**config.mk**
```make
export PLATFORM = sky130hd
export DESIGN_NAME = hilbert_index_encode_3d
export DESIGN_NICKNAME = d
export VERILOG_FILES = /design/src/sv/hie3_pkg.sv /design/src/sv/hie3_undo_cell.sv /design/src/sv/hie3_gray_pack.sv /design/src/sv/hilbert_index_encode_3d.sv
export SDC_FILE = /design/constraint.sdc
export NUM_CORES = 1
export LEC_CHECK = 0
export ABC_AREA = 1
export BUFFER_PORTS_ARGS = -buffer_cell sky130_fd_sc_hd__buf_4
export CORE_ASPECT_RATIO = 1.75
export CORE_MARGIN = 4
export CORE_UTILIZATION = 28
export DETAILED_ROUTE_END_ITERATION = 10
export PLACE_DENSITY = 0.48
export SYNTH_ARGS = -nofsm -noshare
export SYNTH_HDL_FRONTEND = slang
export SYNTH_SLANG_ARGS = --single-unit
```
**constraint.sdc**
```tcl
create_clock -name clock -period 18.3 [get_ports clock]
set_input_delay 3.66 -clock clock [delete_from_list [all_inputs] [get_ports clock]]
set_output_delay 3.66 -clock clock [all_outputs]
set_load 0.05 [all_outputs]
```
**src/sv/hie3_pkg.sv**
```systemverilog
// Shared types and constants for the 3-D Hilbert index encoder.
// No dependencies; used by every module of the encoder.
package hie3_pkg;

   localparam int MAX_LEVEL = 10;
   localparam int AXES      = 3;
   localparam int COORD_W   = 10;
   localparam int LEVEL_W   = 4;
   localparam int INDEX_W   = AXES * MAX_LEVEL;
   localparam int NCELL     = MAX_LEVEL - 1;

   typedef struct packed {
      logic [COORD_W-1:0] w0;
      logic [COORD_W-1:0] w1;
      logic [COORD_W-1:0] w2;
      logic [LEVEL_W-1:0] lv;
   } lane_type;

endpackage

```
**src/sv/hie3_undo_cell.sv**
```systemverilog
// One bit plane of the inverse-undo pass, with its stage register.
// Depends on hie3_pkg.
module hie3_undo_cell (
   input  logic                          clock,
   input  logic                          reset,
   input  logic                          adv,
   input  logic [hie3_pkg::LEVEL_W-1:0]  plane,
   input  logic                          in_valid,
   input  hie3_pkg::lane_type            in_lane,
   output logic                          out_valid,
   output hie3_pkg::lane_type            out_lane
);

   logic                valid_ff;
   hie3_pkg::lane_type  lane_ff;
   hie3_pkg::lane_type  lane_in;

   always_comb begin
      logic [hie3_pkg::COORD_W-1:0] pmask;
      logic [hie3_pkg::COORD_W-1:0] t;
      logic [hie3_pkg::COORD_W-1:0] w0;
      logic [hie3_pkg::COORD_W-1:0] w1;
      logic [hie3_pkg::COORD_W-1:0] w2;
      pmask = (hie3_pkg::COORD_W'(1) << plane) - hie3_pkg::COORD_W'(1);
      t  = '0;
      w0 = in_lane.w0;
      w1 = in_lane.w1;
      w2 = in_lane.w2;
      if (plane < in_lane.lv) begin
         if (w0[plane]) begin
            w0 = w0 ^ pmask;
         end
         if (w1[plane]) begin
            w0 = w0 ^ pmask;
         end else begin
            t  = (w0 ^ w1) & pmask;
            w0 = w0 ^ t;
            w1 = w1 ^ t;
         end
         if (w2[plane]) begin
            w0 = w0 ^ pmask;
         end else begin
            t  = (w0 ^ w2) & pmask;
            w0 = w0 ^ t;
            w2 = w2 ^ t;
         end
      end
      lane_in.w0 = w0;
      lane_in.w1 = w1;
      lane_in.w2 = w2;
      lane_in.lv = in_lane.lv;
   end

   always_ff @(posedge clock) begin
      if (reset) begin
         valid_ff <= 1'b0;
      end else if (adv) begin
         valid_ff <= in_valid;
      end
   end

   always_ff @(posedge clock) begin
      if (adv) begin
         lane_ff <= lane_in;
      end
   end

   assign out_valid = valid_ff;
   assign out_lane  = lane_ff;

endmodule

```
**src/sv/hie3_gray_pack.sv**
```systemverilog
// Gray encode and bit interleave, with the result word register.
// Depends on hie3_pkg.
module hie3_gray_pack (
   input  logic                          clock,
   input  logic                          reset,
   input  logic                          adv,
   input  logic                          in_valid,
   input  hie3_pkg::lane_type            in_lane,
   output logic                          out_valid,
   output logic [hie3_pkg::INDEX_W-1:0]  out_index
);

   logic                          valid_ff;
   logic [hie3_pkg::INDEX_W-1:0]  index_ff;
   logic [hie3_pkg::INDEX_W-1:0]  index_in;

   always_comb begin
      logic [hie3_pkg::COORD_W-1:0] g0;
      logic [hie3_pkg::COORD_W-1:0] g1;
      logic [hie3_pkg::COORD_W-1:0] g2;
      logic [hie3_pkg::COORD_W-1:0] t;
      g0 = in_lane.w0;
      g1 = in_lane.w1 ^ g0;
      g2 = in_lane.w2 ^ g1;
      // t bit i: parity of g2 bits above i
      for (int i = 0; i < hie3_pkg::COORD_W; i++) begin
         t[i] = ^(g2 >> (i + 1));
      end
      g0 = g0 ^ t;
      g1 = g1 ^ t;
      g2 = g2 ^ t;
      for (int b = 0; b < hie3_pkg::MAX_LEVEL; b++) begin
         index_in[b*hie3_pkg::AXES + 0] = g2[b];
         index_in[b*hie3_pkg::AXES + 1] = g1[b];
         index_in[b*hie3_pkg::AXES + 2] = g0[b];
      end
   end

   always_ff @(posedge clock) begin
      if (reset) begin
         valid_ff <= 1'b0;
      end else if (adv) begin
         valid_ff <= in_valid;
      end
   end

   always_ff @(posedge clock) begin
      if (adv) begin
         index_ff <= index_in;
      end
   end

   assign out_valid = valid_ff;
   assign out_index = index_ff;

endmodule

```
**src/sv/hilbert_index_encode_3d.sv**
```systemverilog
// 3-D Hilbert index encoder: input register, one undo cell per bit plane, Gray/pack stage.
// Pipeline: MAX_LEVEL + 1 registers from accepted word to result word.
// Throughput: one word per cycle; the whole chain holds while the result word is stalled.
// Reset: synchronous, clears all valid bits; payload registers are not reset.
// Depends on hie3_pkg, hie3_undo_cell, hie3_gray_pack.
module hilbert_index_encode_3d (
   input  logic                          clock,
   input  logic                          reset,
   input  logic                          req_valid,
   output logic                          req_stall,
   input  logic [hie3_pkg::COORD_W-1:0]  req_x_coord,
   input  logic [hie3_pkg::COORD_W-1:0]  req_y_coord,
   input  logic [hie3_pkg::COORD_W-1:0]  req_z_coord,
   input  logic [hie3_pkg::LEVEL_W-1:0]  req_level,
   output logic                          rsp_valid,
   input  logic                          rsp_stall,
   output logic [hie3_pkg::INDEX_W-1:0]  rsp_hilbert_index
);

   logic                          adv;
   logic                          valid_ff [hie3_pkg::NCELL+1];
   hie3_pkg::lane_type            stage    [hie3_pkg::NCELL+1];
   hie3_pkg::lane_type            lane_ff;
   hie3_pkg::lane_type            lane_in;
   logic                          in_valid_ff;
   logic [hie3_pkg::LEVEL_W-1:0]  lv;
   logic [hie3_pkg::COORD_W-1:0]  cmask;

   assign adv       = !(rsp_valid && rsp_stall);
   assign req_stall = !adv;

   always_comb begin
      lv = (req_level > hie3_pkg::LEVEL_W'(hie3_pkg::MAX_LEVEL))
           ? hie3_pkg::LEVEL_W'(hie3_pkg::MAX_LEVEL) : req_level;
      cmask = (hie3_pkg::COORD_W'(1) << lv) - hie3_pkg::COORD_W'(1);
      lane_in.w0 = req_x_coord & cmask;
      lane_in.w1 = req_y_coord & cmask;
      lane_in.w2 = req_z_coord & cmask;
      lane_in.lv = lv;
   end

   always_ff @(posedge clock) begin
      if (reset) begin
         in_valid_ff <= 1'b0;
      end else if (adv) begin
         in_valid_ff <= req_valid;
      end
   end

   always_ff @(posedge clock) begin
      if (adv) begin
         lane_ff <= lane_in;
      end
   end

   assign valid_ff[0] = in_valid_ff;
   assign stage[0]    = lane_ff;

   for (genvar k = 0; k < hie3_pkg::NCELL; k++) begin : g_cell
      hie3_undo_cell u_cell (
         .clock     (clock),
         .reset     (reset),
         .adv       (adv),
         .plane     (hie3_pkg::LEVEL_W'(hie3_pkg::MAX_LEVEL - 1 - k)),
         .in_valid  (valid_ff[k]),
         .in_lane   (stage[k]),
         .out_valid (valid_ff[k+1]),
         .out_lane  (stage[k+1])
      );
   end

   hie3_gray_pack u_pack (
      .clock     (clock),
      .reset     (reset),
      .adv       (adv),
      .in_valid  (valid_ff[hie3_pkg::NCELL]),
      .in_lane   (stage[hie3_pkg::NCELL]),
      .out_valid (rsp_valid),
      .out_index (rsp_hilbert_index)
   );

   a_level_sat: assert property (@(posedge clock) disable iff (reset)
      valid_ff[0] |-> stage[0].lv <= hie3_pkg::LEVEL_W'(hie3_pkg::MAX_LEVEL))
      else $error("level above maximum in chain");

   a_level_zero: assert property (@(posedge clock) disable iff (reset)
      (adv && valid_ff[hie3_pkg::NCELL] && stage[hie3_pkg::NCELL].lv == '0)
      |=> (rsp_valid && rsp_hilbert_index == '0))
      else $error("level zero gave nonzero index");

   a_hold: assert property (@(posedge clock) disable iff (reset)
      !adv |=> ($stable(valid_ff[hie3_pkg::NCELL]) && $stable(stage[hie3_pkg::NCELL])))
      else $error("chain moved while result stalled");

   a_drain: assert property (@(posedge clock) disable iff (reset)
      (adv && valid_ff[hie3_pkg::NCELL]) |=> rsp_valid)
      else $error("word lost at last stage");

endmodule

```
### Word level (Yosys, flattened, before mapping)

Index checks and enable logic that the tools add are counted.

| storage, ports and cells | value |
|---|---|
| logic and storage cells | 253 |
| register bits | 377 |
| bits of input ports | 38 |
| output and inout port bits | 32 |

| operators by class | value |
|---|---|
| order comparisons | 10 |
| $add $sub $neg | 1 |
| bitwise operators | 89 |
| reductions and logical operators | 10 |
| shifts and indexed selects | 1 |
| mux-type cells | 91 |

Operator list:

| kind | count |
|---|---|
| two-way mux 10 bit | 82 |
| parity 10 bit | 9 |
| bitwise XOR 10 x 9 -> 10 bit | 7 |
| bitwise XOR 10 x 1 -> 10 bit | 4 |
| bitwise XOR 10 x 2 -> 10 bit | 4 |
| bitwise XOR 10 x 3 -> 10 bit | 4 |
| bitwise XOR 10 x 4 -> 10 bit | 4 |
| bitwise XOR 10 x 5 -> 10 bit | 4 |
| bitwise XOR 10 x 6 -> 10 bit | 4 |
| bitwise XOR 10 x 7 -> 10 bit | 4 |
| bitwise XOR 10 x 8 -> 10 bit | 4 |
| bitwise AND 10 bit | 3 |
| NOT 9 bit | 3 |
| NOT 8 bit | 3 |
| NOT 7 bit | 3 |
| bitwise XOR 10 bit | 2 |
| NOT 6 bit | 3 |
| bitwise XOR 9 bit | 2 |
| < comparator 3 x 4 -> 1 bit, first input constant | 4 |
| bitwise XOR 8 bit | 2 |
| NOT 5 bit | 3 |
| bitwise XOR 7 bit | 2 |
| NOT 4 bit | 3 |
| bitwise XOR 6 bit | 2 |
| 23 further kinds | 37 |

### Longest topological paths before layout

Gate-level depths: netlist (run 1).

| logic depth | value |
|---|---|
| depth in word-level cells | 11 |
| gate-level depth with buffers | 15 |
| gate-level depth less buffers | 15 |

### Modules after synthesis

Synthesis (run 1) repeated with hierarchy kept, for this count alone.

| unflattened totals | value |
|---|---|
| cells, all modules | 4087 |
| area, all modules | 29011.6 um2 |

Modules (own cells, without submodules):

| module | cells each | area an instance (um2) | seq. area each (um2) | times used |
|---|---|---|---|---|
| hie3_undo_cell | 410 | 2817.7 | 1041.0 | 9 |
| hie3_gray_pack | 258 | 2133.3 | 920.9 | 1 |
| hilbert_index_encode_3d | 139 | 1519.0 | 1041.0 | 1 |

### Worst setup path before layout (run 1)

Ideal clock, no wire load.

| timing | value |
|---|---|
| path type | input to register |
| start | in rsp_stall |
| end | reg g_cell[0].u_cell.lane_ff, in the netlist g_cell[0].u_cell.out_lane[0], enable pin |
| library setup time | 0.872 ns |
| stages | 2 |
| path buffers | 1 |
| arrival time | 13.766 ns |
| setup slack | 3.663 ns |
| data required time | 17.428 ns |
| path through | nand2_1 clkbuf_1 |

| between the ends | value |
|---|---|
| longest elaborated chain between the ends | 1 |

Ends and longest elaborated chain:

| item | RTL line | RTL |
|---|---|---|
| from (decl) | hilbert_index_encode_3d.sv:16 | `input logic rsp_stall,` |
| logical AND 1 bit | hilbert_index_encode_3d.sv:29 | `assign adv = !(rsp_valid && rsp_stall);` |
| to (signal assigned) | hie3_undo_cell.sv:64 | `lane_ff <= lane_in;` |
| to (decl) | hie3_undo_cell.sv:15 | `hie3_pkg::lane_type lane_ff;` |

Every way passes these cells.
A chain may end at the register's enable or synchronous reset.

### Worst setup path after layout (run 1)

| timing | value |
|---|---|
| start | in rsp_stall |
| end | out req_stall |

| between the ends | value |
|---|---|
| longest elaborated chain between the ends | 1 |

Ends and longest elaborated chain:

| item | RTL line | RTL |
|---|---|---|
| logical AND 1 bit | hilbert_index_encode_3d.sv:29 |  |
| to (decl) | hilbert_index_encode_3d.sv:10 | `output logic req_stall,` |

Every way passes these cells.

==> results.yml, run 1 <==
worst_setup_path:
  crit_fanout: 57
  cp_common_cell: "buf_4"
  cp.arrival_ns: 4.94
  cpPeakStageDelay_ns: 0.49
  crit_chain: "buf_4 > nand2_4 > inv_1 > buf_4"
  cp-start-kind: "primary input"
  timing.critical_path.to: "req_stall"
  path_class: "primary input to output pin"
  cp-end-kind: "output pin"
  r2r_setup_slack_ns: 14.36
  r2r_cells: 4
  reg2reg_to: "g_cell[5].u_cell.out_lane[4]"
  critPathRequiredTime_ns: 14.64
  rr_startpoint: "u_pack.out_valid"
  cp_top_family: "buffers and inverters"
  cp_slowest_cell: "nand2_4"
  crit_path_start: "rsp_stall"
  cp.buffers_inverters: 3
  cp_num_cells: 4
pwr:
  power_density_nw_per_um2: 157
  ir_worst_vdd_uv: 76.4
  p_leak_nw: 7.48
sta:
  finalHoldViolCount: 0
  setup_slack_ns: 9.70
  rsz0062_at_grt: "false"
  fin_skew_ns: 0.0172
  finalCriticalPeriod_ns: 8.60
  setup_violations: 0
  timing.final.crit_share_pct: 47.0
  max_slew.worst_pin.slew_ns: 1.08
  drv_slew: 0
  tns_ns: 0
  max_freq_mhz: 116
  slew_headroom_pct: 27.8
routing:
  antenna_left: 0
  drt-initial-drc-count: 460
  drt-total-wl_mm: 26.6
  first_pass_iters: 4
  viasPerCell: 4.33
  via_count: 8851
  drc: 0
  routedWlPerCell_um: 13.0
run_status:
  status: "completed"
finish:
  layout_commonest_cell: "edfxtp_1"
  final_layout_size_suffix_gt1_share_pct: 17.9
  area_delta_synth_final_pct: 15.9
  final_cell_mix: "edfxtp_1 (365), nand2_1 (256), inv_1 (124)"
  diodes: 0
  final_nets: 1357
global_route:
  grt_pass1_vias: 8988
  grt_pass1_wl_mm: 42.2
  grt_max_degree: 89
  grt.total_usage_pct: 8.57
  antenna_found_initial: 0
  gr-total-overflow: 0
synth:
  seq_area_frac_synth_pct: 70.6
  syn_area_um2: 15800
  synth.distinct_cells: 37
  ys_warn_count: 0
  synth.avg_cell_area_um2: 12.9
  syn_inst: 1232
  synth_seq_cells: 376
  synthesis.nets: 1271
clocking:
  numCtsBuffers: 39
  root_buffer: "clkbuf_16"
  clk_latency_ns: 0.52
  postCtsResizedCells: 0
  cts_tree: "yes"
  hold_buffers: 0
  path_clk_slew_ns: 0.06
  clock_path_buffers: 3
  htree_levels: 2
  post_cts_buffers: 0
  cts.sinks: 376
job:
  cap_violations: 0
floorplan:
  boundaryPins: 70
  start_util_pct: 28.2
  fp-row-count: 115
  core-area_um2: 56100
  fp.dieH_um: 323
  die-area_um2: 60600
  fp.dieW_um: 188
placement:
  place_congestion: 0.774
  pre_cts_ws_ns: 9.65
  port_buffers: 69
  dp_hpwl_mm: 18.7
worst_hold_path:
  worstHoldPathType: "register to register"
  hold_depth: 0
## cell usage after synthesis
| cell | n | area (um^2) |
|---|---|---|
| clkinv_1 | 2 | 7.51 |
| a31o_2 | 1 | 8.76 |
| nand2_1 | 257 | 965 |
| nand2_2 | 24 | 150 |
| dfxtp_1 | 11 | 220 |
| or2_2 | 6 | 37.5 |
| o21ai_0 | 91 | 455 |
| nor3_1 | 1 | 5.00 |
| ha_1 | 1 | 12.5 |
| a21oi_1 | 16 | 80.1 |
| nand3_2 | 4 | 40.0 |
| nor2_1 | 38 | 143 |
| xor2_1 | 43 | 377 |
| inv_2 | 16 | 60.1 |
| nand4_1 | 2 | 12.5 |
| nand3_1 | 56 | 280 |
| nand2_8 | 5 | 100 |
| o211ai_1 | 24 | 180 |
| mux2i_1 | 13 | 130 |
| nor2_2 | 2 | 12.5 |
| xnor2_2 | 1 | 16.3 |
| mux2_2 | 31 | 349 |
| nand3_4 | 5 | 87.6 |
| o221ai_1 | 17 | 149 |
| clkbuf_1 | 21 | 78.8 |
| edfxtp_1 | 365 | 11000 |
| nand2_4 | 14 | 158 |
| nand3b_1 | 5 | 37.5 |
| o31ai_1 | 1 | 7.51 |
| inv_1 | 124 | 465 |
| inv_4 | 2 | 12.5 |
| buf_2 | 10 | 50.1 |
| buf_1 | 1 | 3.75 |
| inv_6 | 1 | 8.76 |
| xnor2_1 | 19 | 166 |
| a31oi_1 | 1 | 6.26 |
| or3_1 | 1 | 6.26 |
## routing by layer
layer  GRT usage [%]  share of wire (%)  vias to the layer above
li1                -                  -                     4444
met1            6.87                 32                     4121
met2            18.3                 60                      197
met3            1.81                3.8                       89
met4            4.88                5.1                        0
met5               0                  0                        -
## stage by stage
stage	hold WS [ns]	instances	cell area [um^2]	util (%)	power, mW
floorplan	0.400	1232	15800	-	1.96
global placement	0.400	1979	17200	30.6	2.13
detailed placement	0.405	1979	17200	30.6	2.16
CTS	0.396	2045	18400	32.7	2.92
global route	0.409	2045	18400	32.7	3.05
finish	0.408	2045	18400	32.7	2.88
## state kept, by name, summed over array words and instances, names as in the netlist
register                 cells
in_valid_ff                  1
g_cell.u_cell.out_lane     301
u_pack.out_valid             1
g_cell.u_cell.out_valid      9
lane_ff                     34
u_pack.out_index            30
## cell type report
class	count	area, um^2
Clock inverter	12	108
Tap cell	702	878
Inverter	145	554
Clock buffer	54	1070
Timing Repair Buffer	77	578
Multi-Input combinational cell	679	3990
Fill cell	5544	37800
Sequential cell	376	11200
## cells by family after synthesis
kind of cell	after synthesis	share of synthesized area, %
AO/OA/AOI/OAI	151	5.60
XOR/XNOR	63	3.53
buffers and inverters	177	4.34
flip-flops	376	70.6
multiplexers	44	3.03
adder cells (fa/ha/maj)	1	0.0790
AND/OR/NAND/NOR	420	12.8
## power breakdown
| group | switching, mW | internal (mW) |
|---|---|---|
| sequential | 0.111 | 1.23 |
| clock | 0.305 | 0.437 |
| combinational | 0.506 | 0.285 |
| total | 0.923 | 1.95 |
## worst min-delay path by stage
stage | start | to
floorplan | lane_ff[0] | g_cell[0].u_cell.out_lane[0]
global placement | g_cell[2].u_cell.out_lane[33] | g_cell[3].u_cell.out_lane[33]
detailed placement | g_cell[3].u_cell.out_lane[21] | g_cell[4].u_cell.out_lane[21]
CTS | g_cell[3].u_cell.out_lane[21] | g_cell[4].u_cell.out_lane[21]
global route | g_cell[3].u_cell.out_lane[21] | g_cell[4].u_cell.out_lane[21]
finish | g_cell[3].u_cell.out_lane[21] | g_cell[4].u_cell.out_lane[21]
(Power assumes the default switching activity.)
==> run 2: changes to the inputs <==
Settings changed: PLACE_DENSITY 0.48 to 0.49.
Clock period 18.3 ns to 7.2 ns, I/O delays scaled along.
==> run 2 against run 1 <==
Net effect: largest power group unchanged; clock-buffer cell count down 5; die area unchanged; sequential power rose to 2.6 times the previous value; highest routed layer unchanged; global-route usage up 0.067 points; sequential share of layout area down 0.070 points; first-iteration DRC count down 18%; critical path depth unchanged; via count down 0.47%; clock power rose to 2.6 times the previous value; worst hold slack better by 0.0035 ns.
==> results.yml, run 2 (synthesis results as in run 1) <==
finish:
  area_delta_synth_final_pct: 16.0
  final_layout_size_suffix_gt1_share_pct: 17.8
  largest_reg_flops: 301
  final_cell_mix: "edfxtp_1 (365), nand2_1 (256), inv_1 (124)"
  final_nets: 1355
  fill_cells: 5505
  finalCoreUtilization_pct: 32.8
  diodes: 0
  ff_latch_area_um2: 11200
  multiInputGateArea_um2: 3990
  layout_commonest_cell: "edfxtp_1"
clocking:
  htree_levels: 2
  root_buffer: "clkbuf_16"
  path_clk_slew_ns: 0.06
  hold_buffers: 0
  post_cts_buffers: 0
  numCtsBuffers: 40
  cts.sinks: 376
  clock_path_buffers: 3
  clk_latency_ns: 0.52
  cts_tree: "yes"
  postCtsResizedCells: 0
placement:
  dp_hpwl_mm: 18.5
  pre_cts_ws_ns: 2.99
  port_buffers: 69
  place_congestion: 0.785
pwr:
  ir_worst_vdd_uv: 175
  power.total_mw: 7.32
  power_density_nw_per_um2: 398
  p_leak_nw: 7.48
sta:
  setup_violations: 0
  finalCriticalPeriod_ns: 4.16
  slew_headroom_pct: 26.0
  max_slew.worst_pin.slew_ns: 1.11
  max_freq_mhz: 240
  drv_slew: 0
  timing.final.crit_share_pct: 57.8
  fin_skew_ns: 0.0189
  finalHoldViolCount: 0
  rsz0062_at_grt: "false"
  tns_ns: 0
  setup_slack_ns: 3.04
worst_setup_path:
  cp_common_cell: "buf_4"
  path_class: "primary input to output pin"
  cp.buffers_inverters: 3
  cp.arrival_ns: 2.72
  cp-start-kind: "primary input"
  crit_fanout: 57
  critPathRequiredTime_ns: 5.76
  cp_top_family: "buffers and inverters"
  crit_chain: "buf_4 > nand2_4 > inv_1 > buf_4"
  cp_slowest_cell: "nand2_4"
  cp-end-kind: "output pin"
  cpPeakStageDelay_ns: 0.50
  r2r_setup_slack_ns: 4.26
global_route:
  gr-total-overflow: 0
  grt.total_usage_pct: 8.63
  antenna_found_initial: 0
  grt_pass1_wl_mm: 42.7
  grt_pass1_vias: 9038
  grt_max_degree: 202
run_status:
  status: "completed"
routing:
  drt-initial-drc-count: 377
  antenna_left: 0
  drt-total-wl_mm: 26.4
  via_count: 8809
  drc: 0
  viasPerCell: 4.31
  routedWlPerCell_um: 12.9
  first_pass_iters: 5
floorplan:
  start_util_pct: 28.2
  core-area_um2: 56100
  die-area_um2: 60600
  boundaryPins: 70
  fp.dieH_um: 323
  fp-row-count: 115
  fp.dieW_um: 188
job:
  cap_violations: 0
worst_hold_path:
  worstHoldPathType: "register to register"
[run 2: cell type report]
cell class	count	share of cell area [%]
sequential	376	60.8
multi-input combinational	679	21.7
clock buffer	49	5.75
tap	702	4.78
timing repair buffer	74	3.09
inverter	145	3.02
clock inverter	21	0.858
[run 2: report_power, final]
part	switching, mW	internal [mW]
registers	0.284	3.13
logic	1.27	0.723
clock network	0.795	1.11
[run 2: final timing paths]
| path | cells past startpoint | from | to |
|---|---|---|---|
| setup / recovery | 4 | rsp_stall | req_stall |
| hold / removal | 0 | g_cell[2].u_cell.out_lane[23] | g_cell[3].u_cell.out_lane[23] |
| hold reg to reg | 0 | g_cell[2].u_cell.out_lane[23] | g_cell[3].u_cell.out_lane[23] |
| setup reg to reg | 3 | u_pack.out_valid | g_cell[2].u_cell.out_lane[16] |
[run 2: layer usage]
| layer | part of all wire [%] | global-route usage, % | vias up |
|---|---|---|---|
| li1 | - | - | 4450 |
| met1 | 32 | 7.20 | 4090 |
| met2 | 59 | 18.0 | 182 |
| met3 | 4.3 | 1.86 | 87 |
| met4 | 5.3 | 5.00 | 0 |
| met5 | 0 | 0 | - |
[run 2: stage by stage]
| step | hold slack (ns) | area, um^2 | std cells |
|---|---|---|---|
| 6_report | 0.412 | 18400 | 2046 |
| 4_1_cts | 0.414 | 18400 | 2046 |
| 3_5_place_dp | 0.405 | 17200 | 1976 |
| 5_1_grt | 0.415 | 18400 | 2046 |
| 3_3_place_gp | 0.401 | 17200 | 1976 |
| 2_1_floorplan | 0.400 | 15800 | 1232 |
